<file path="src/median_position_nudge_checker_unit_assert.svh">
// Assertion macros shared by the median position nudge checker RTL.
`ifndef MEDIAN_POSITION_NUDGE_CHECKER_UNIT_ASSERT_SVH
`define MEDIAN_POSITION_NUDGE_CHECKER_UNIT_ASSERT_SVH
`ifndef ASSERT_OFF
`define MPNC_ASSERT_ALWAYS(lbl, expr, msg) \
  lbl: assert property (@(posedge clk) disable iff (!rst_n) (expr)) else $error(msg);
`define MPNC_ASSERT_IMPLY(lbl, ante, cons, msg) \
  lbl: assert property (@(posedge clk) disable iff (!rst_n) (ante) |-> (cons)) else $error(msg);
`define MPNC_ASSERT_NEXT(lbl, ante, cons, msg) \
  lbl: assert property (@(posedge clk) disable iff (!rst_n) (ante) |=> (cons)) else $error(msg);
`else
`define MPNC_ASSERT_ALWAYS(lbl, expr, msg)
`define MPNC_ASSERT_IMPLY(lbl, ante, cons, msg)
`define MPNC_ASSERT_NEXT(lbl, ante, cons, msg)
`endif
`endif

</file>
<file path="src/mpnc_pkg.sv">
// Package: constants, types and state encodings of the median position nudge checker.
`default_nettype none
package mpnc_pkg;

  localparam int SAMPLES_PER_READING = 9;
  localparam int SAMPLE_BITS         = 10;

  localparam int CFG_W       = 10;
  localparam int CFG_IDX_W   = 3;
  localparam int MEDIAN_W    = 10;
  localparam int SIGNED_W    = 11;
  localparam int OUT_TDATA_W = 40;

  localparam logic [CFG_W-1:0] SANE_LOW_RESET  = 10'd20;
  localparam logic [CFG_W-1:0] SANE_HIGH_RESET = 10'd1000;
  localparam logic [CFG_W-1:0] MAX_STEP_RESET  = 10'd40;
  localparam logic [CFG_W-1:0] CENTER_RESET    = 10'd399;
  localparam logic [CFG_W-1:0] REACH_RESET     = 10'd2;
  localparam logic [CFG_W-1:0] PERMIT_RESET    = 10'd5;
  localparam logic [CFG_W-1:0] SLACK_RESET     = 10'd2;

  typedef enum logic [CFG_IDX_W-1:0] {
    CFG_SANE_LOW      = 3'd0,
    CFG_SANE_HIGH     = 3'd1,
    CFG_MAX_STEP      = 3'd2,
    CFG_CENTER        = 3'd3,
    CFG_REACH         = 3'd4,
    CFG_PERMIT        = 3'd5,
    CFG_REVERSE_SLACK = 3'd6
  } cfg_idx_t;

  typedef struct packed {
    logic [CFG_W-1:0] sane_low;
    logic [CFG_W-1:0] sane_high;
    logic [CFG_W-1:0] max_step;
    logic [CFG_W-1:0] center;
    logic [CFG_W-1:0] reach;
    logic [CFG_W-1:0] permit;
    logic [CFG_W-1:0] slack;
  } cfg_t;

  typedef enum logic [2:0] {
    ST_OK       = 3'd0,
    ST_RANGE    = 3'd1,
    ST_JUMP     = 3'd2,
    ST_OPPOSITE = 3'd3,
    ST_HALTED   = 3'd4
  } status_t;

  typedef struct packed {
    logic [MEDIAN_W-1:0] median;
    logic [SIGNED_W-1:0] center_offset;
    logic [SIGNED_W-1:0] movement;
    status_t             status;
    logic                midpoint_reached;
    logic                adjust_allowed;
  } result_t;

  typedef struct packed {
    logic commit;
    logic is_nudge;
    logic dir_left;
  } check_ctl_t;

  typedef enum logic [1:0] {
    T_COLLECT,
    T_SEARCH,
    T_CHECK
  } top_state_t;

  typedef enum logic [2:0] {
    S_IDLE,
    S_CAND_RD,
    S_CAND_LD,
    S_SCAN,
    S_DECIDE
  } sel_state_t;

endpackage
`default_nettype wire

</file>
<file path="src/mpnc_ram.sv">
// Generic single-write, single-read RAM with registered read data.
`default_nettype none
module mpnc_ram #(
  parameter int WIDTH = mpnc_pkg::SAMPLE_BITS,
  parameter int DEPTH = mpnc_pkg::SAMPLES_PER_READING
) (
  input  logic                                    clk,
  input  logic                                    we,
  input  logic [(DEPTH > 1 ? $clog2(DEPTH) : 1)-1:0] waddr,
  input  logic [WIDTH-1:0]                        wdata,
  input  logic [(DEPTH > 1 ? $clog2(DEPTH) : 1)-1:0] raddr,
  output logic [WIDTH-1:0]                        rdata
);

  logic [WIDTH-1:0] mem [DEPTH];

  always_ff @(posedge clk) begin
    if (we) begin
      mem[waddr] <= wdata;
    end
    rdata <= mem[raddr];
  end

endmodule
`default_nettype wire

</file>
<file path="src/mpnc_select.sv">
// Median search: rank counting of each candidate with one shared comparator.
`default_nettype none
`include "median_position_nudge_checker_unit_assert.svh"
module mpnc_select #(
  parameter int SAMPLES_PER_READING = mpnc_pkg::SAMPLES_PER_READING,
  parameter int SAMPLE_BITS         = mpnc_pkg::SAMPLE_BITS
) (
  input  logic                                     clk,
  input  logic                                     rst_n,
  input  logic                                     start,
  output logic [$clog2(SAMPLES_PER_READING)-1:0]   ram_raddr,
  input  logic [SAMPLE_BITS-1:0]                   ram_rdata,
  output logic                                     done,
  output logic [SAMPLE_BITS-1:0]                   median
);

  localparam int IDX_W = $clog2(SAMPLES_PER_READING);
  localparam int CNT_W = $clog2(SAMPLES_PER_READING + 1);
  localparam logic [IDX_W-1:0] LAST_IDX = IDX_W'(SAMPLES_PER_READING - 1);
  localparam logic [CNT_W-1:0] MID_RANK = CNT_W'(SAMPLES_PER_READING / 2);

  mpnc_pkg::sel_state_t state_r, state_nxt;
  logic [IDX_W-1:0]       cand_r, cand_nxt;
  logic [IDX_W-1:0]       scan_r, scan_nxt;
  logic [CNT_W-1:0]       lt_r, lt_nxt;
  logic [CNT_W-1:0]       le_r, le_nxt;
  logic [SAMPLE_BITS-1:0] cand_val_r, cand_val_nxt;
  logic                   is_lt, is_le, hit;

  // shared comparator
  assign is_lt = ram_rdata < cand_val_r;
  assign is_le = ram_rdata <= cand_val_r;
  assign hit   = (lt_r <= MID_RANK) && (le_r > MID_RANK);

  always_comb begin
    state_nxt    = state_r;
    cand_nxt     = cand_r;
    scan_nxt     = scan_r;
    lt_nxt       = lt_r;
    le_nxt       = le_r;
    cand_val_nxt = cand_val_r;
    ram_raddr    = '0;
    done         = 1'b0;
    unique case (state_r)
      mpnc_pkg::S_IDLE: begin
        if (start) begin
          cand_nxt  = '0;
          state_nxt = mpnc_pkg::S_CAND_RD;
        end
      end
      mpnc_pkg::S_CAND_RD: begin
        ram_raddr = cand_r;
        state_nxt = mpnc_pkg::S_CAND_LD;
      end
      mpnc_pkg::S_CAND_LD: begin
        cand_val_nxt = ram_rdata;
        ram_raddr    = '0;
        scan_nxt     = '0;
        lt_nxt       = '0;
        le_nxt       = '0;
        state_nxt    = mpnc_pkg::S_SCAN;
      end
      mpnc_pkg::S_SCAN: begin
        ram_raddr = (scan_r == LAST_IDX) ? '0 : IDX_W'(scan_r + 1'b1);
        lt_nxt    = CNT_W'(lt_r + CNT_W'(is_lt));
        le_nxt    = CNT_W'(le_r + CNT_W'(is_le));
        if (scan_r == LAST_IDX) begin
          state_nxt = mpnc_pkg::S_DECIDE;
        end else begin
          scan_nxt = IDX_W'(scan_r + 1'b1);
        end
      end
      mpnc_pkg::S_DECIDE: begin
        if (hit || cand_r == LAST_IDX) begin
          done      = 1'b1;
          state_nxt = mpnc_pkg::S_IDLE;
        end else begin
          cand_nxt  = IDX_W'(cand_r + 1'b1);
          state_nxt = mpnc_pkg::S_CAND_RD;
        end
      end
      default: state_nxt = mpnc_pkg::S_IDLE;
    endcase
  end

  always_ff @(posedge clk) begin
    if (!rst_n) begin
      state_r <= mpnc_pkg::S_IDLE;
      cand_r  <= '0;
      scan_r  <= '0;
      lt_r    <= '0;
      le_r    <= '0;
    end else begin
      state_r <= state_nxt;
      cand_r  <= cand_nxt;
      scan_r  <= scan_nxt;
      lt_r    <= lt_nxt;
      le_r    <= le_nxt;
    end
    cand_val_r <= cand_val_nxt;
  end

  assign median = cand_val_r;

  `MPNC_ASSERT_ALWAYS(a_cand_bound, cand_r <= LAST_IDX, "candidate index past burst")
  `MPNC_ASSERT_IMPLY(a_done_hit, done, hit, "median search ended without rank match")

endmodule
`default_nettype wire

</file>
<file path="src/mpnc_check.sv">
// Plausibility checks, reference position and fault latch; builds the result fields.
`default_nettype none
`include "median_position_nudge_checker_unit_assert.svh"
module mpnc_check #(
  parameter int SAMPLE_BITS = mpnc_pkg::SAMPLE_BITS
) (
  input  logic                   clk,
  input  logic                   rst_n,
  input  mpnc_pkg::cfg_t         cfg,
  input  logic [SAMPLE_BITS-1:0] median,
  input  mpnc_pkg::check_ctl_t   ctl,
  output mpnc_pkg::result_t      res
);

  localparam int WIDE = ((SAMPLE_BITS > mpnc_pkg::CFG_W) ? SAMPLE_BITS : mpnc_pkg::CFG_W) + 2;

  logic [SAMPLE_BITS-1:0] ref_r, ref_nxt;
  logic                   fault_r, fault_nxt;

  logic signed [WIDE-1:0] med_x, ref_x, cen_x;
  logic signed [WIDE-1:0] err, err_abs, delta, delta_abs, move, ref_err, ref_err_abs;
  logic signed [WIDE-1:0] move_out;
  mpnc_pkg::status_t      status;
  logic                   take_new;

  always_comb begin
    med_x       = WIDE'(median);
    ref_x       = WIDE'(ref_r);
    cen_x       = WIDE'(cfg.center);
    err         = med_x - cen_x;
    err_abs     = err[WIDE-1] ? -err : err;
    delta       = med_x - ref_x;
    delta_abs   = delta[WIDE-1] ? -delta : delta;
    move        = ctl.dir_left ? delta : -delta;
    ref_err     = ref_x - cen_x;
    ref_err_abs = ref_err[WIDE-1] ? -ref_err : ref_err;

    priority if (fault_r) begin
      status = mpnc_pkg::ST_HALTED;
    end else if (!ctl.is_nudge) begin
      status = mpnc_pkg::ST_OK;
    end else if (med_x < WIDE'(cfg.sane_low) || med_x > WIDE'(cfg.sane_high)) begin
      status = mpnc_pkg::ST_RANGE;
    end else if (delta_abs > WIDE'(cfg.max_step)) begin
      status = mpnc_pkg::ST_JUMP;
    end else if (move < -$signed(WIDE'(cfg.slack))) begin
      status = mpnc_pkg::ST_OPPOSITE;
    end else begin
      status = mpnc_pkg::ST_OK;
    end

    take_new = !fault_r && (status == mpnc_pkg::ST_OK);
    move_out = (!fault_r && ctl.is_nudge) ? move : '0;

    res.median           = mpnc_pkg::MEDIAN_W'(med_x);
    res.center_offset    = mpnc_pkg::SIGNED_W'(err);
    res.movement         = mpnc_pkg::SIGNED_W'(move_out);
    res.status           = status;
    res.midpoint_reached = take_new && ctl.is_nudge && (err_abs <= WIDE'(cfg.reach));
    res.adjust_allowed   = take_new ? (err_abs <= WIDE'(cfg.permit))
                                    : (ref_err_abs <= WIDE'(cfg.permit));

    ref_nxt   = ref_r;
    fault_nxt = fault_r;
    if (ctl.commit) begin
      if (take_new) begin
        ref_nxt = median;
      end else if (!fault_r) begin
        fault_nxt = 1'b1;
      end
    end
  end

  always_ff @(posedge clk) begin
    if (!rst_n) begin
      ref_r   <= '0;
      fault_r <= 1'b0;
    end else begin
      ref_r   <= ref_nxt;
      fault_r <= fault_nxt;
    end
  end

  `MPNC_ASSERT_NEXT(a_fault_sticky, fault_r, fault_r, "fault latch cleared without reset")
  `MPNC_ASSERT_IMPLY(a_halt_quiet, fault_r,
                     res.movement == '0 && !res.midpoint_reached, "halted result not quiet")

endmodule
`default_nettype wire

</file>
<file path="src/median_position_nudge_checker_unit.sv">
// Top level of the median position nudge checker.
// Samples are taken one per cycle (in_tready high) into a small RAM until a burst of
// SAMPLES_PER_READING is complete; the transaction that completes the burst supplies the
// burst kind (in_tuser) and the commanded direction. The median is then found by rank
// counting with one shared comparator reading the RAM one entry per cycle: each candidate
// is read from the RAM and all SAMPLES_PER_READING entries are scanned against it, for at
// most SAMPLES_PER_READING candidates; then the check loads the output register, later
// while an earlier result still waits there; in_tready is low all that time. The result
// waits in the output register while the next burst is collected. Configuration writes
// are taken at any edge with cfg_we high; indexes beyond the register list are ignored.
// A latched fault is cleared only by reset.
`default_nettype none
`include "median_position_nudge_checker_unit_assert.svh"
module median_position_nudge_checker_unit #(
  parameter int SAMPLES_PER_READING = mpnc_pkg::SAMPLES_PER_READING,
  parameter int SAMPLE_BITS         = mpnc_pkg::SAMPLE_BITS
) (
  input  logic                                     clk,
  input  logic                                     rst_n,
  input  logic                                     in_tvalid,
  output logic                                     in_tready,
  // sample [SAMPLE_BITS-1:0], direction [SAMPLE_BITS], zero fill
  input  logic [((SAMPLE_BITS + 8) / 8) * 8 - 1:0] in_tdata,
  // req_type
  input  logic                                     in_tuser,
  output logic                                     out_tvalid,
  input  logic                                     out_tready,
  // median [9:0], center_offset [20:10], movement [31:21], status [34:32],
  // midpoint_reached [35], adjust_allowed [36], zero fill
  output logic [mpnc_pkg::OUT_TDATA_W-1:0]         out_tdata,
  input  logic                                     cfg_we,
  input  logic [mpnc_pkg::CFG_IDX_W-1:0]           cfg_addr,
  input  logic [mpnc_pkg::CFG_W-1:0]               cfg_wdata
);

  localparam int IDX_W = $clog2(SAMPLES_PER_READING);
  localparam logic [IDX_W-1:0] LAST_IDX = IDX_W'(SAMPLES_PER_READING - 1);

  mpnc_pkg::top_state_t state_r, state_nxt;
  logic [IDX_W-1:0]     cnt_r, cnt_nxt;
  logic                 nudge_r, nudge_nxt;
  logic                 dir_r, dir_nxt;
  logic                 out_valid_r, out_valid_nxt;
  logic [mpnc_pkg::OUT_TDATA_W-1:0] out_data_r, out_data_nxt;
  mpnc_pkg::cfg_t       cfg_r, cfg_nxt;

  logic                   accept, last, commit, sel_start, sel_done;
  logic [IDX_W-1:0]       ram_raddr;
  logic [SAMPLE_BITS-1:0] ram_rdata, sel_median;
  mpnc_pkg::check_ctl_t   chk_ctl;
  mpnc_pkg::result_t      res;

  assign in_tready = (state_r == mpnc_pkg::T_COLLECT);
  assign accept    = in_tvalid && in_tready;
  assign last      = (cnt_r == LAST_IDX);
  assign sel_start = accept && last;
  assign commit    = (state_r == mpnc_pkg::T_CHECK) && (!out_valid_r || out_tready);

  assign chk_ctl.commit   = commit;
  assign chk_ctl.is_nudge = nudge_r;
  assign chk_ctl.dir_left = dir_r;

  always_comb begin
    cfg_nxt = cfg_r;
    if (cfg_we) begin
      unique case (cfg_addr)
        mpnc_pkg::CFG_SANE_LOW:      cfg_nxt.sane_low  = cfg_wdata;
        mpnc_pkg::CFG_SANE_HIGH:     cfg_nxt.sane_high = cfg_wdata;
        mpnc_pkg::CFG_MAX_STEP:      cfg_nxt.max_step  = cfg_wdata;
        mpnc_pkg::CFG_CENTER:        cfg_nxt.center    = cfg_wdata;
        mpnc_pkg::CFG_REACH:         cfg_nxt.reach     = cfg_wdata;
        mpnc_pkg::CFG_PERMIT:        cfg_nxt.permit    = cfg_wdata;
        mpnc_pkg::CFG_REVERSE_SLACK: cfg_nxt.slack     = cfg_wdata;
        default:                     cfg_nxt           = cfg_r;
      endcase
    end
  end

  always_comb begin
    state_nxt     = state_r;
    cnt_nxt       = cnt_r;
    nudge_nxt     = nudge_r;
    dir_nxt       = dir_r;
    out_valid_nxt = out_valid_r;
    out_data_nxt  = out_data_r;
    if (out_valid_r && out_tready) begin
      out_valid_nxt = 1'b0;
    end
    unique case (state_r)
      mpnc_pkg::T_COLLECT: begin
        if (accept) begin
          if (last) begin
            cnt_nxt   = '0;
            nudge_nxt = in_tuser;
            dir_nxt   = in_tdata[SAMPLE_BITS];
            state_nxt = mpnc_pkg::T_SEARCH;
          end else begin
            cnt_nxt = IDX_W'(cnt_r + 1'b1);
          end
        end
      end
      mpnc_pkg::T_SEARCH: begin
        if (sel_done) begin
          state_nxt = mpnc_pkg::T_CHECK;
        end
      end
      mpnc_pkg::T_CHECK: begin
        if (commit) begin
          out_valid_nxt = 1'b1;
          out_data_nxt  = {3'b000, res.adjust_allowed, res.midpoint_reached, res.status,
                           res.movement, res.center_offset, res.median};
          state_nxt     = mpnc_pkg::T_COLLECT;
        end
      end
      default: state_nxt = mpnc_pkg::T_COLLECT;
    endcase
  end

  always_ff @(posedge clk) begin
    if (!rst_n) begin
      state_r     <= mpnc_pkg::T_COLLECT;
      cnt_r       <= '0;
      out_valid_r <= 1'b0;
      cfg_r       <= '{sane_low:  mpnc_pkg::SANE_LOW_RESET,
                       sane_high: mpnc_pkg::SANE_HIGH_RESET,
                       max_step:  mpnc_pkg::MAX_STEP_RESET,
                       center:    mpnc_pkg::CENTER_RESET,
                       reach:     mpnc_pkg::REACH_RESET,
                       permit:    mpnc_pkg::PERMIT_RESET,
                       slack:     mpnc_pkg::SLACK_RESET};
    end else begin
      state_r     <= state_nxt;
      cnt_r       <= cnt_nxt;
      out_valid_r <= out_valid_nxt;
      cfg_r       <= cfg_nxt;
    end
    nudge_r    <= nudge_nxt;
    dir_r      <= dir_nxt;
    out_data_r <= out_data_nxt;
  end

  assign out_tvalid = out_valid_r;
  assign out_tdata  = out_data_r;

  mpnc_ram #(
    .WIDTH (SAMPLE_BITS),
    .DEPTH (SAMPLES_PER_READING)
  ) u_ram (
    .clk   (clk),
    .we    (accept),
    .waddr (cnt_r),
    .wdata (in_tdata[SAMPLE_BITS-1:0]),
    .raddr (ram_raddr),
    .rdata (ram_rdata)
  );

  mpnc_select #(
    .SAMPLES_PER_READING (SAMPLES_PER_READING),
    .SAMPLE_BITS         (SAMPLE_BITS)
  ) u_select (
    .clk       (clk),
    .rst_n     (rst_n),
    .start     (sel_start),
    .ram_raddr (ram_raddr),
    .ram_rdata (ram_rdata),
    .done      (sel_done),
    .median    (sel_median)
  );

  mpnc_check #(
    .SAMPLE_BITS (SAMPLE_BITS)
  ) u_check (
    .clk    (clk),
    .rst_n  (rst_n),
    .cfg    (cfg_r),
    .median (sel_median),
    .ctl    (chk_ctl),
    .res    (res)
  );

  `MPNC_ASSERT_IMPLY(a_done_in_search, sel_done, state_r == mpnc_pkg::T_SEARCH,
                     "median search finished outside search phase")
  `MPNC_ASSERT_NEXT(a_commit_shows, commit, out_tvalid, "committed result not presented")

endmodule
`default_nettype wire
</file>
<file path="config.mk">
export PLATFORM = sky130hd
export DESIGN_NAME = median_position_nudge_checker_unit
export DESIGN_NICKNAME = d
export VERILOG_FILES = /design/src/mpnc_pkg.sv /design/src/mpnc_ram.sv /design/src/mpnc_select.sv /design/src/mpnc_check.sv /design/src/median_position_nudge_checker_unit.sv
export VERILOG_INCLUDE_DIRS = /design/src /design/src/src
export SDC_FILE = /design/constraint.sdc
export NUM_CORES = 1
export LEC_CHECK = 0
export BUFFER_PORTS_ARGS = -buffer_cell sky130_fd_sc_hd__buf_2
export CAP_MARGIN = 20
export CORE_MARGIN = 2
export CORE_UTILIZATION = 60
export DETAILED_ROUTE_END_ITERATION = 8
export PLACE_DENSITY = 0.78
export SETUP_SLACK_MARGIN = 0.5
export SYNTH_ARGS = -nofsm -noshare
export SYNTH_HDL_FRONTEND = slang
export SYNTH_SLANG_ARGS = --single-unit
</file>
<file path="constraint.sdc">
create_clock -name clk -period 7.8 [get_ports clk]
set_input_delay 0.39 -clock clk [delete_from_list [all_inputs] [get_ports clk]]
set_output_delay 0.39 -clock clk [all_outputs]
set_load 0.01 [all_outputs]
</file>
## After elaboration in Yosys (flattened, before gate mapping)

Memory sizes are Yosys's and may differ from the RTL's. A register that Yosys moved wholly into a read port is not among the register bits.
Index checks and enable logic that the tools add are counted.

- Flip-flop bits (word level): 156
- Bits in latches: 0
- Memory bits (writable): 90
- Memory bits (read-only): 0
- Bits of input ports: 35
- Output and inout bits: 42
- Word-level logic and storage cells: 142
- Memories: 1

Memories:

| name | depth | bits a word | rd ports | clocked after Yosys merged registers in | write ports | line | text |
|---|---|---|---|---|---|---|---|
| u_ram.mem | 9 | 10 | 1 | 1 | 1 | mpnc_ram.sv:15 | `logic [WIDTH-1:0] mem [DEPTH];` |

- Add/subtract/negate cells: 12
- Multipliers: 0
- Div/mod/pow operators: 0
- $lt $le $gt $ge: 11
- Equal/unequal tests: 23
- Shift-type cells: 0
- Mux-type cells: 36
- Bitwise operators: 1
- Reductions and logical operators: 36

Operators by type and width:

| kind | number |
|---|---|
| 12-bit 2-to-1 mux | 4 |
| 4-bit case mux with 2 select lines | 5 |
| 12-bit by 10-bit <= comparator with 1-bit output | 3 |
| 12-bit negator | 3 |
| 10-bit by 10-bit subtractor with 11-bit output | 3 |
| 2-bit AND reduction | 13 |
| 10-bit < comparator | 2 |
| 4-bit 2-to-1 mux | 5 |
| 3-bit 2-to-1 mux | 6 |
| 3-bit case mux with 5 select lines | 1 |
| 4-bit by 1-bit adder with 4-bit output (second input constant) | 3 |
| 3-bit by 2-bit == test with 1-bit output (second input constant) | 4 |
| 3-bit == test (second input constant) | 4 |
| 4-bit == test (second input constant) | 3 |
| 12-bit by 10-bit greater-than comparator with 1-bit output | 1 |
| 12-bit < comparator | 1 |
| 10-bit negator with 12-bit output | 1 |
| 10-bit greater-than comparator | 1 |
| 10-bit <= comparator | 1 |
| 2-bit 2-to-1 mux | 5 |
| 2-bit inequality test (second input constant) | 5 |
| 1-bit logical AND | 9 |
| 3-bit zero test | 3 |
| 1-bit 2-to-1 mux | 9 |
| 15 further kinds | 24 |

## Depth between registers and ports, before layout

Gate-level depths: netlist of run 1.

- Depth in word-level cells: 13
- Mapped depth: 20
- Mapped depth without buffers: 20

## Hierarchy

A second synthesis of run 1 with hierarchy kept.

- Cells, all modules: 1438
- Area total of the unflattened synthesis: 14503.9 µm²

By module, submodules not included:

| module | instances | cells an instance | area an instance (µm²) |
|---|---|---|---|
| mpnc_check | 1 | 644 | 4732.0 |
| median_position_nudge_checker_unit | 1 | 401 | 4199.0 |
| mpnc_ram | 1 | 208 | 3868.7 |
| mpnc_select | 1 | 185 | 1704.1 |

## Least setup slack after synthesis of run 1

OpenSTA, ideal clock, no wires.

- Path kind: reg2reg
- Start point: register u_select.cand_val_r[0] (netlist: u_select.median[0])
- End point: register u_check.ref_r[0]
- Setup time: 0.072 ns
- Data arrival time: 4.676 ns
- Data required time: 7.728 ns
- Setup slack: 3.053 ns
- Cell stages (with the launch flop): 20
- Period minus slack after synthesis: 4.747 ns
- Path through: edfxtp_1 -> inv_1 -> ha_1 -> fa_1 -> xor2_1 -> nand2_1 -> a221o_1 -> or4_4 -> nor3_1 -> ha_1 -> or2_2 -> nand2_1 -> ha_1 -> nand3_1 -> and4b_1 -> o21ai_0 -> o211a_1 -> a41oi_1 -> nor2_2 -> mux2i_1

- Word-level cells in the longest chain between the ends: 12

RTL lines:

| element | line | text |
|---|---|---|
| start, declared | mpnc_select.sv:27 | `logic [SAMPLE_BITS-1:0] cand_val_r, cand_val_nxt;` |
| start signal, assigned | mpnc_select.sv:100 | `cand_val_r <= cand_val_nxt;` |
| 10-bit by 10-bit subtractor with 11-bit output * | mpnc_check.sv:32 | `delta = med_x - ref_x;` |
| 12-bit negator | mpnc_check.sv:34 | `move = ctl.dir_left ? delta : -delta;` |
| 12-bit 2-to-1 mux * | mpnc_check.sv:34 |  |
| named net u_check.move[10] | mpnc_check.sv:21 | `logic signed [WIDE-1:0] err, err_abs, delta, delta_abs, move, ref_err, ref_err_abs;` |
| 12-bit < comparator * | mpnc_check.sv:46 | `end else if (move < -$signed(WIDE'(cfg.slack))) begin` |
| 2-bit 2-to-1 mux * | mpnc_check.sv:46 |  |
| 3-bit 2-to-1 mux * | mpnc_check.sv:44 | `end else if (delta_abs > WIDE'(cfg.max_step)) begin` |
| 3-bit 2-to-1 mux * | mpnc_check.sv:42 | `end else if (med_x < WIDE'(cfg.sane_low) \|\| med_x > WIDE'(cfg.sane_high)) begin` |
| 3-bit 2-to-1 mux * | mpnc_check.sv:40 | `end else if (!ctl.is_nudge) begin` |
| 3-bit 2-to-1 mux * | mpnc_check.sv:38 | `priority if (fault_r) begin` |
| 3-bit zero test * | mpnc_check.sv:52 | `take_new = !fault_r && (status == mpnc_pkg::ST_OK);` |
| 1-bit logical AND * | mpnc_check.sv:52 |  |
| 2-bit AND reduction (no line) * | n/a |  |
| end signal, assigned | mpnc_check.sv:79 | `ref_r <= ref_nxt;` |
| end, declared | mpnc_check.sv:17 | `logic [SAMPLE_BITS-1:0] ref_r, ref_nxt;` |

The timed path passes the listed nets; every way through them passes the cells marked *.
A chain may end at the register's enable or synchronous reset.

## Worst setup path in the final report of run 1

- Start point: register u_select.cand_val_r[1] (netlist: u_select.median[1])
- End point: register u_check.ref_r[7]

The elaborated chain is that of the path after synthesis.

==> qor.txt, run 1 <==
count of routing violations after the opening detailed-route iteration -> 832
number of instances resized during post-cts repair -> 0
Pins Over Slew Limit -> 0
clock root cell -> sky130_fd_sc_hd__clkbuf_16
worst slew margin relative to its limit -> 32.70%
Std-Cell Rows -> 56
instance area after placement -> 0.01487 mm^2
register-to-register setup slack -> 2.07 ns
leading area contributor after synthesis -> sky130_fd_sc_hd__edfxtp_1
area of the die -> 0.02498 mm^2
internal power summed over all cells -> 0.002197 W
clock share of power -> 42.5%
worst hold path type -> input port to flip-flop
antenna-violating nets left -> 0
maximum VDD drop -> 0.2202 mV
flip-flop and latch count after synthesis -> 256
share of the clock period used by the worst path after layout -> 73.42%
worst hold-check slack -> 0.02813 ns
number of instances in the synthesized netlist -> 1476
final sum of negative setup slack -> 0 ns
part of the power in combinational logic -> 6.3%
All-Layer GR Usage -> 26.75%
sw power -> 0.0006438 W
proportion of netlist area held by the largest area contributor -> 29.31%
Post-DP HPWL -> 23380 um
highest clock rate -> 0.1746 GHz
number of nets in the layout -> 1699
synthesis-to-finish area growth -> 10.33%
Setup Crit Path Kind -> flip-flop to flip-flop
WP data arrival -> 6.20 ns
count of flip-flops with a built-in enable after synthesis -> 139
Min Clock Period, post-route -> 5.726 ns
clk_lat worst skew -> 0.55 ns
maximum capacitance violations -> 0
Post-synth top flop -> sky130_fd_sc_hd__edfxtp_1
y dimension of the die -> 158.1 um
outcome -> complete, no violations
Post-Synthesis Cell Area -> 0.01424 mm^2
initial antenna violation count -> 0
share of flip-flops with an asynchronous set or reset after synthesis -> 0%
average cell area after synthesis -> 9.647 um^2
number of remaining DRC errors -> 0
Congestion Overflow GR -> 0
dominant cells by area after synthesis -> sky130_fd_sc_hd__edfxtp_1 (29%), sky130_fd_sc_hd__dfxtp_1 (16%), sky130_fd_sc_hd__ha_1 (11%), sky130_fd_sc_hd__nand2_1 (7.1%), sky130_fd_sc_hd__a21boi_0 (3.0%)
total of warnings raised by yosys -> 0
endpoints failing setup -> 0
filler cell count in the final layout -> 1881
sequential-to-total area share from yosys stat -> 45.76%
Worst Max-Slew Pin Slew -> 1.006 ns
worst reg2reg startpoint -> u_select.median[1]
area inside the core boundary -> 0.02340 mm^2
static leakage -> 6.167 nW
starting utilization of the core area -> 60.84%
GP Congestion -> 0.8811
# port buffers -> 68
Clock Tree Buf Depth -> 3
setup repair after global routing missed its margin -> no
switching share of power -> 22.66%
CP endpoint kind -> flip-flop
number of distinct standard cells referenced by the synthesized netlist -> 79
clock transition at the registers of the reported paths -> 0.06 ns
ratio of routed vias to standard cells -> 5.826
CP Launch Type -> flip-flop
CTS tree -> built
Inserted Clock Buffers -> 27
Critical path origin -> u_select.median[1]
length in cells of the worst reg-to-reg path -> 18
ratio of cells with drive above 1 in the final layout -> 8.816%
maximum fanout encountered on the critical timing path -> 10
number of levels the H-tree was split into -> 1
endpoint of the worst register-to-register path -> u_check.ref_r[7]
final wirelength -> 32850 um
total number of clock tree sinks -> 256
DR WL/cell -> 17.53 um
number of top-level design ports -> 77
via count of the first global-routing pass -> 10440
global-route wire length before repair -> 52770 um
detailed-route via count -> 10920
die width -> 158.1 um
total power density per cell area -> 180.9 mW/mm^2
Post-CTS Setup Inserts -> 0
highest-count cells in the layout ignoring fill and taps -> sky130_fd_sc_hd__nand2_1 (270), sky130_fd_sc_hd__edfxtp_1 (139), sky130_fd_sc_hd__ha_1 (128)
Fin Clk Skew -> 0.01618 ns
sequential power share -> 51.2%
end of the critical path -> u_check.ref_r[7]
maximum number of pins on one net before global-route repair -> 110
final design area excluding fillers -> 0.01571 mm^2
Hold Buf Count CTS -> 0
Crit path required time -> 8.27 ns
detailed-routing iteration count for the pre-antenna-repair pass -> 5
final hold violation count -> 0
most common cell after layout, fill and taps aside -> sky130_fd_sc_hd__nand2_1
[cell type report]
type	instances	area (um^2)	area share, %
Tap cell	319	399.1	2.541
Antenna cell	1	2.502	0.01593
Multi-Input combinational cell	1060	7131	45.39
Clock inverter	9	62.56	0.3982
Timing Repair Buffer	78	412.9	2.628
Sequential cell	256	6516	41.48
Clock buffer	41	772.0	4.914
Inverter	110	412.9	2.628
[registers in the layout, indices dropped and copies added, names as in the netlist]
| register | count |
|---|---|
| u_ram.mem | 90 |
| cfg_r | 70 |
| out_tdata | 37 |
| u_check.ref_r | 10 |
| u_ram.rdata | 10 |
| u_select.median | 10 |
| cnt_r | 4 |
| u_select.cand_r | 4 |
| u_select.le_r | 4 |
| u_select.lt_r | 4 |
| u_select.scan_r | 4 |
| u_select.state_r | 3 |
| state_r | 2 |
| dir_r | 1 |
| nudge_r | 1 |
| out_tvalid | 1 |
| u_check.fault_r | 1 |
[worst max-delay path, stage by stage, from the launching register on]
cell and delay [ns]:
sky130_fd_sc_hd__edfxtp_1 0.58, sky130_fd_sc_hd__inv_1 0.20, sky130_fd_sc_hd__fa_1 0.54, sky130_fd_sc_hd__xor2_1 0.41, sky130_fd_sc_hd__nand2_1 0.19, sky130_fd_sc_hd__a221o_1 0.29
sky130_fd_sc_hd__or4_4 0.51, sky130_fd_sc_hd__nor3_1 0.19, sky130_fd_sc_hd__ha_1 0.25, sky130_fd_sc_hd__or2_2 0.29, sky130_fd_sc_hd__nand2_1 0.08, sky130_fd_sc_hd__ha_1 0.19
sky130_fd_sc_hd__nand3_1 0.09, sky130_fd_sc_hd__and4b_1 0.21, sky130_fd_sc_hd__o21ai_0 0.21, sky130_fd_sc_hd__o211a_1 0.19, sky130_fd_sc_hd__a41oi_1 0.34, sky130_fd_sc_hd__nor2_2 0.63
sky130_fd_sc_hd__mux2i_1 0.26
[power groups by stage]
stage / clock [W] / combinational [W] / sequential (W)
after global routing: 0.00128 / 0.000202 / 0.00146
after detailed placement: 0 / 0.000177 / 0.00148
final: 0.00121 / 0.000180 / 0.00145
after global placement: 0 / 0.000170 / 0.00148
after CTS: 0.00123 / 0.000179 / 0.00145
after floorplan: 0 / 0.000120 / 0.00148
[how the worst min path moves through the flow]
| stage | start | endpoint | slack, ns | cells after the start |
|---|---|---|---|---|
| floorplan | u_ram.rdata[0] | u_select.median[0] | 0.41 | 0 |
| global placement | u_ram.rdata[0] | u_select.median[0] | 0.42 | 0 |
| detailed placement | u_ram.rdata[0] | u_select.median[0] | 0.42 | 0 |
| CTS | in_tuser | nudge_r | 0.01 | 1 |
| global route | in_tdata[10] | dir_r | 0.009 | 1 |
| finish | in_tuser | nudge_r | 0.03 | 1 |
[cells in the mapped netlist, types with 5 or more instances]
cell / instances
sky130_fd_sc_hd__o21a_1: 13
sky130_fd_sc_hd__a21boi_0: 57
sky130_fd_sc_hd__or2_2: 5
sky130_fd_sc_hd__a311oi_1: 14
sky130_fd_sc_hd__nor2_1: 64
sky130_fd_sc_hd__dfxtp_1: 117
sky130_fd_sc_hd__nor2b_1: 18
sky130_fd_sc_hd__inv_1: 109
sky130_fd_sc_hd__a31oi_1: 10
sky130_fd_sc_hd__xnor2_1: 38
sky130_fd_sc_hd__xor2_1: 25
sky130_fd_sc_hd__nand3_1: 42
sky130_fd_sc_hd__nand4_1: 15
sky130_fd_sc_hd__a21oi_1: 37
sky130_fd_sc_hd__nand3b_1: 6
sky130_fd_sc_hd__edfxtp_1: 139
sky130_fd_sc_hd__mux2i_1: 12
sky130_fd_sc_hd__a22oi_1: 5
sky130_fd_sc_hd__ha_1: 128
sky130_fd_sc_hd__nor4_1: 6
sky130_fd_sc_hd__clkbuf_1: 45
sky130_fd_sc_hd__a21o_1: 20
sky130_fd_sc_hd__a211oi_1: 16
sky130_fd_sc_hd__nor3_1: 21
sky130_fd_sc_hd__or3_1: 7
sky130_fd_sc_hd__and3_1: 8
sky130_fd_sc_hd__and2_1: 36
sky130_fd_sc_hd__nand2b_1: 17
sky130_fd_sc_hd__o21ai_0: 60
sky130_fd_sc_hd__nand2_1: 270
sky130_fd_sc_hd__o211ai_1: 27
[through the flow]
stage               instances  utilization (%)  setup slack [ns]  power, W
floorplan                1478                -             3.053  0.001600
global placement         1822            63.53             2.233  0.001651
detailed placement       1822            63.53             2.124  0.001659
CTS                      1872            67.09             2.133  0.002858
global route             1873            67.11             1.738  0.002935
finish                   1874            67.12             2.074  0.002841
[routing by layer]
| metal | track usage (%) | routed length [um] | vias to the layer above |
|---|---|---|---|
| li1 | - | - | 5359 |
| met1 | 34.48 | 13980 | 5190 |
| met2 | 46.85 | 16160 | 302 |
| met3 | 3.121 | 1633 | 67 |
| met4 | 9.009 | 1073 | 0 |
| met5 | 0 | 0 | - |
[cell families (layout without fill, tap and decap cells)]
kind of cell,after synthesis,after routing,share of synthesized area (%)
adders and majority gates,131,131,11.67
other,1,4,0.02634
AOI/OAI and AO/OA,317,317,15.83
muxes,12,12,0.8436
xor gates and xnor gates,64,64,4.069
DFF,256,256,45.76
buffers and inverters,162,238,4.376
and+or+nand+nor,533,533,17.42
(Power assumes the default switching activity.)
==> inputs of run 2 (changes only) <==
==> constraint.sdc (replaced) <==
create_clock -name clk -period 5.75 [get_ports clk]
set_input_delay 0.2875 -clock clk [delete_from_list [all_inputs] [get_ports clk]]
set_output_delay 0.2875 -clock clk [all_outputs]
set_load 0.01 [all_outputs]
==> run 2 against run 1 <==
Register-to-register slack lost 1.3 ns; largest cell class unchanged; critical path type unchanged; routed wire length grew 4.1%; maximum frequency grew 16%; die area is the same; clock skew shrank 0.0036 ns; cell area grew 1.6%; count of clock-buffer cells in the layout shrank 4; power grew 39%; clock power grew 43%.
==> qor.txt, run 2 (synthesis gave the netlist of run 1 again) <==
Congestion Overflow GR -> 0 (unchanged)
WP data arrival -> 5.21 ns (was 6.20 ns)
Crit path required time -> 6.03 ns (was 8.27 ns)
total number of clock tree sinks -> 256 (unchanged)
area of the die -> 0.02498 mm^2 (unchanged)
Sequential Area -> 0.006516 mm^2 (unchanged)
ratio of routed vias to standard cells -> 5.866 (was 5.826)
Setup Crit Path Kind -> flip-flop to flip-flop (unchanged)
final hold violation count -> 0 (unchanged)
outcome -> complete, no violations (unchanged)
clock share of power -> 43.7% (was 42.5%)
register-to-register setup slack -> 0.82 ns (was 2.07 ns)
clk_lat worst skew -> 0.55 ns (about the same)
All-Layer GR Usage -> 27.57% (was 26.75%)
part of the power in combinational logic -> 6.3% (about the same)
Fin Clk Skew -> 0.01263 ns (was 0.01618 ns)
synthesis-to-finish area growth -> 12.06% (was 10.33%)
worst slack at placement -> 0.2541 ns (was 2.124 ns)
Pins Over Slew Limit -> 0 (unchanged)
setup repair after global routing missed its margin -> no (unchanged)
global-route wire length before repair -> 54510 um (was 52770 um)
clock root cell -> sky130_fd_sc_hd__clkbuf_16 (unchanged)
Largest register FFs -> 90 (unchanged)
Worst Max-Slew Pin Slew -> 1.002 ns (was 1.006 ns)
Post-DP HPWL -> 24180 um (was 23380 um)
worst hold-check slack -> 0.01892 ns (was 0.02813 ns)
Clock Tree Buf Depth -> 3 (unchanged)
setup slack of the critical path after layout -> 0.8214 ns (was 2.074 ns)
final wirelength -> 34190 um (was 32850 um)
maximum capacitance violations -> 0 (unchanged)
number of remaining DRC errors -> 0 (unchanged)
highest-count cells in the layout ignoring fill and taps -> sky130_fd_sc_hd__nand2_1 (270), sky130_fd_sc_hd__edfxtp_1 (139), sky130_fd_sc_hd__ha_1 (127) (was sky130_fd_sc_hd__nand2_1 (270), sky130_fd_sc_hd__edfxtp_1 (139), sky130_fd_sc_hd__ha_1 (128))
# port buffers -> 68 (unchanged)
sequential power share -> 50.0% (was 51.2%)
worst hold path type -> input port to flip-flop (unchanged)
Most flops, register -> u_ram.mem (unchanged)
CTS tree -> built (unchanged)
starting utilization of the core area -> 60.84% (unchanged)
GP Congestion -> 0.9320 (was 0.8811)
static leakage -> 6.271 nW (was 6.167 nW)
initial antenna violation count -> 0 (unchanged)
internal power summed over all cells -> 0.003062 W (was 0.002197 W)
number of top-level design ports -> 77 (unchanged)
maximum VDD drop -> 0.2901 mV (was 0.2202 mV)
switching share of power -> 22.48% (was 22.66%)
endpoints failing setup -> 0 (unchanged)
count of routing violations after the opening detailed-route iteration -> 775 (was 832)
ratio of cells with drive above 1 in the final layout -> 10.18% (was 8.816%)
via count of the first global-routing pass -> 10660 (was 10440)
Min Clock Period, post-route -> 4.929 ns (was 5.726 ns)
y dimension of the die -> 158.1 um (unchanged)
maximum number of pins on one net before global-route repair -> 110 (unchanged)
clock transition at the registers of the reported paths -> 0.06 ns (about the same)
DR WL/cell -> 18.08 um (was 17.53 um)
number of levels the H-tree was split into -> 1 (unchanged)
antenna-violating nets left -> 0 (unchanged)
maximum fanout encountered on the critical timing path -> 4 (was 10)
Std-Cell Rows -> 56 (unchanged)
CP Launch Type -> flip-flop (unchanged)
total chip power -> 0.003950 W (was 0.002841 W)
area inside the core boundary -> 0.02340 mm^2 (unchanged)
highest clock rate -> 0.2029 GHz (was 0.1746 GHz)
detailed-routing iteration count for the pre-antenna-repair pass -> 6 (was 5)
area taken by multi-input logic gates -> 0.007174 mm^2 (was 0.007131 mm^2)
detailed-route via count -> 11090 (was 10920)
number of nets in the layout -> 1717 (was 1699)
die width -> 158.1 um (unchanged)
most common cell after layout, fill and taps aside -> sky130_fd_sc_hd__nand2_1 (unchanged)
filler cell count in the final layout -> 1899 (was 1881)
share of the clock period used by the worst path after layout -> 85.71% (was 73.42%)
final sum of negative setup slack -> 0 ns (unchanged)
total power density per cell area -> 247.6 mW/mm^2 (was 180.9 mW/mm^2)
worst slew margin relative to its limit -> 33.22% (was 32.70%)
sw power -> 0.0008880 W (was 0.0006438 W)
CP endpoint kind -> flip-flop (unchanged)
Inserted Clock Buffers -> 27 (unchanged)
==> run 2: metrics by stage <==
| step | utilization [%] | area [um^2] | instances |
|---|---|---|---|
| after CTS | 67.87 | 15880 | 1885 |
| after detailed placement | 63.88 | 14950 | 1833 |
| after floorplan | - | 14250 | 1478 |
| after global placement | 63.85 | 14940 | 1832 |
| after global routing | 68.17 | 15950 | 1890 |
| final | 68.18 | 15960 | 1891 |
==> run 2: power groups by stage <==
| stage | Sequential [W] | Clock (W) | Combinational, W |
|---|---|---|---|
| after floorplan | 0.00201 | 0 | 0.000163 |
| after global placement | 0.00201 | 0 | 0.000232 |
| after detailed placement | 0.00201 | 0 | 0.000241 |
| after CTS | 0.00197 | 0.00176 | 0.000246 |
| after global routing | 0.00198 | 0.00182 | 0.000277 |
| final | 0.00197 | 0.00173 | 0.000250 |
==> run 2: area by class of cell <==
type	count	share of cell area, %
diodes	1	0.01568
clock buffers	37	4.729
clock inverters	12	0.7999
inverters	110	2.588
multi-input cells	1060	44.97
flip-flops and latches	256	40.84
well taps	319	2.502
repair buffers	96	3.560
==> run 2: repair_timing <==
item / CTS / global route
buffers inserted: 1 / 3
endpoints found under the hold margin: 2 / 0
pin swaps: 1 / 2
hold buffers: 2 / 0
setup endpoints to repair: 11 / 13
gates resized for setup: 2 / 8
==> run 2: worst paths after layout <==
path,cells after the start,to,startpoint
hold reg to reg,0,u_select.median[9],u_ram.rdata[9]
setup / recovery,20,out_tdata[36],u_select.median[0]
hold / removal,1,u_ram.mem[1][3],in_tdata[3]
setup reg to reg,20,out_tdata[36],u_select.median[0]
==> run 2: routing by layer <==
| layer | vias up | GRT usage [%] | wire [um] |
|---|---|---|---|
| met4 | 0 | 8.022 | 1009 |
| met5 | - | 0 | 0 |
| li1 | 5395 | - | - |
| met1 | 5238 | 35.93 | 14460 |
| met2 | 369 | 47.74 | 16350 |
| met3 | 90 | 4.106 | 2366 |
==> run 2: critical path, stage by stage (launching register included) <==
cell,delay (ns)
sky130_fd_sc_hd__edfxtp_1,0.39
sky130_fd_sc_hd__inv_2,0.11
sky130_fd_sc_hd__ha_2,0.22
sky130_fd_sc_hd__fa_2,0.27
sky130_fd_sc_hd__nor2b_4,0.05
sky130_fd_sc_hd__o21a_1,0.17
sky130_fd_sc_hd__or3_1,0.34
sky130_fd_sc_hd__a221o_1,0.35
sky130_fd_sc_hd__or4_4,0.51
sky130_fd_sc_hd__nor3_1,0.20
sky130_fd_sc_hd__ha_1,0.25
sky130_fd_sc_hd__or2_2,0.29
sky130_fd_sc_hd__nand2_1,0.09
sky130_fd_sc_hd__ha_1,0.26
sky130_fd_sc_hd__nand3_1,0.09
sky130_fd_sc_hd__and4b_1,0.21
sky130_fd_sc_hd__nand2_1,0.07
sky130_fd_sc_hd__o211a_1,0.25
sky130_fd_sc_hd__a41oi_4,0.25
sky130_fd_sc_hd__o21bai_1,0.18
sky130_fd_sc_hd__o22ai_1,0.10
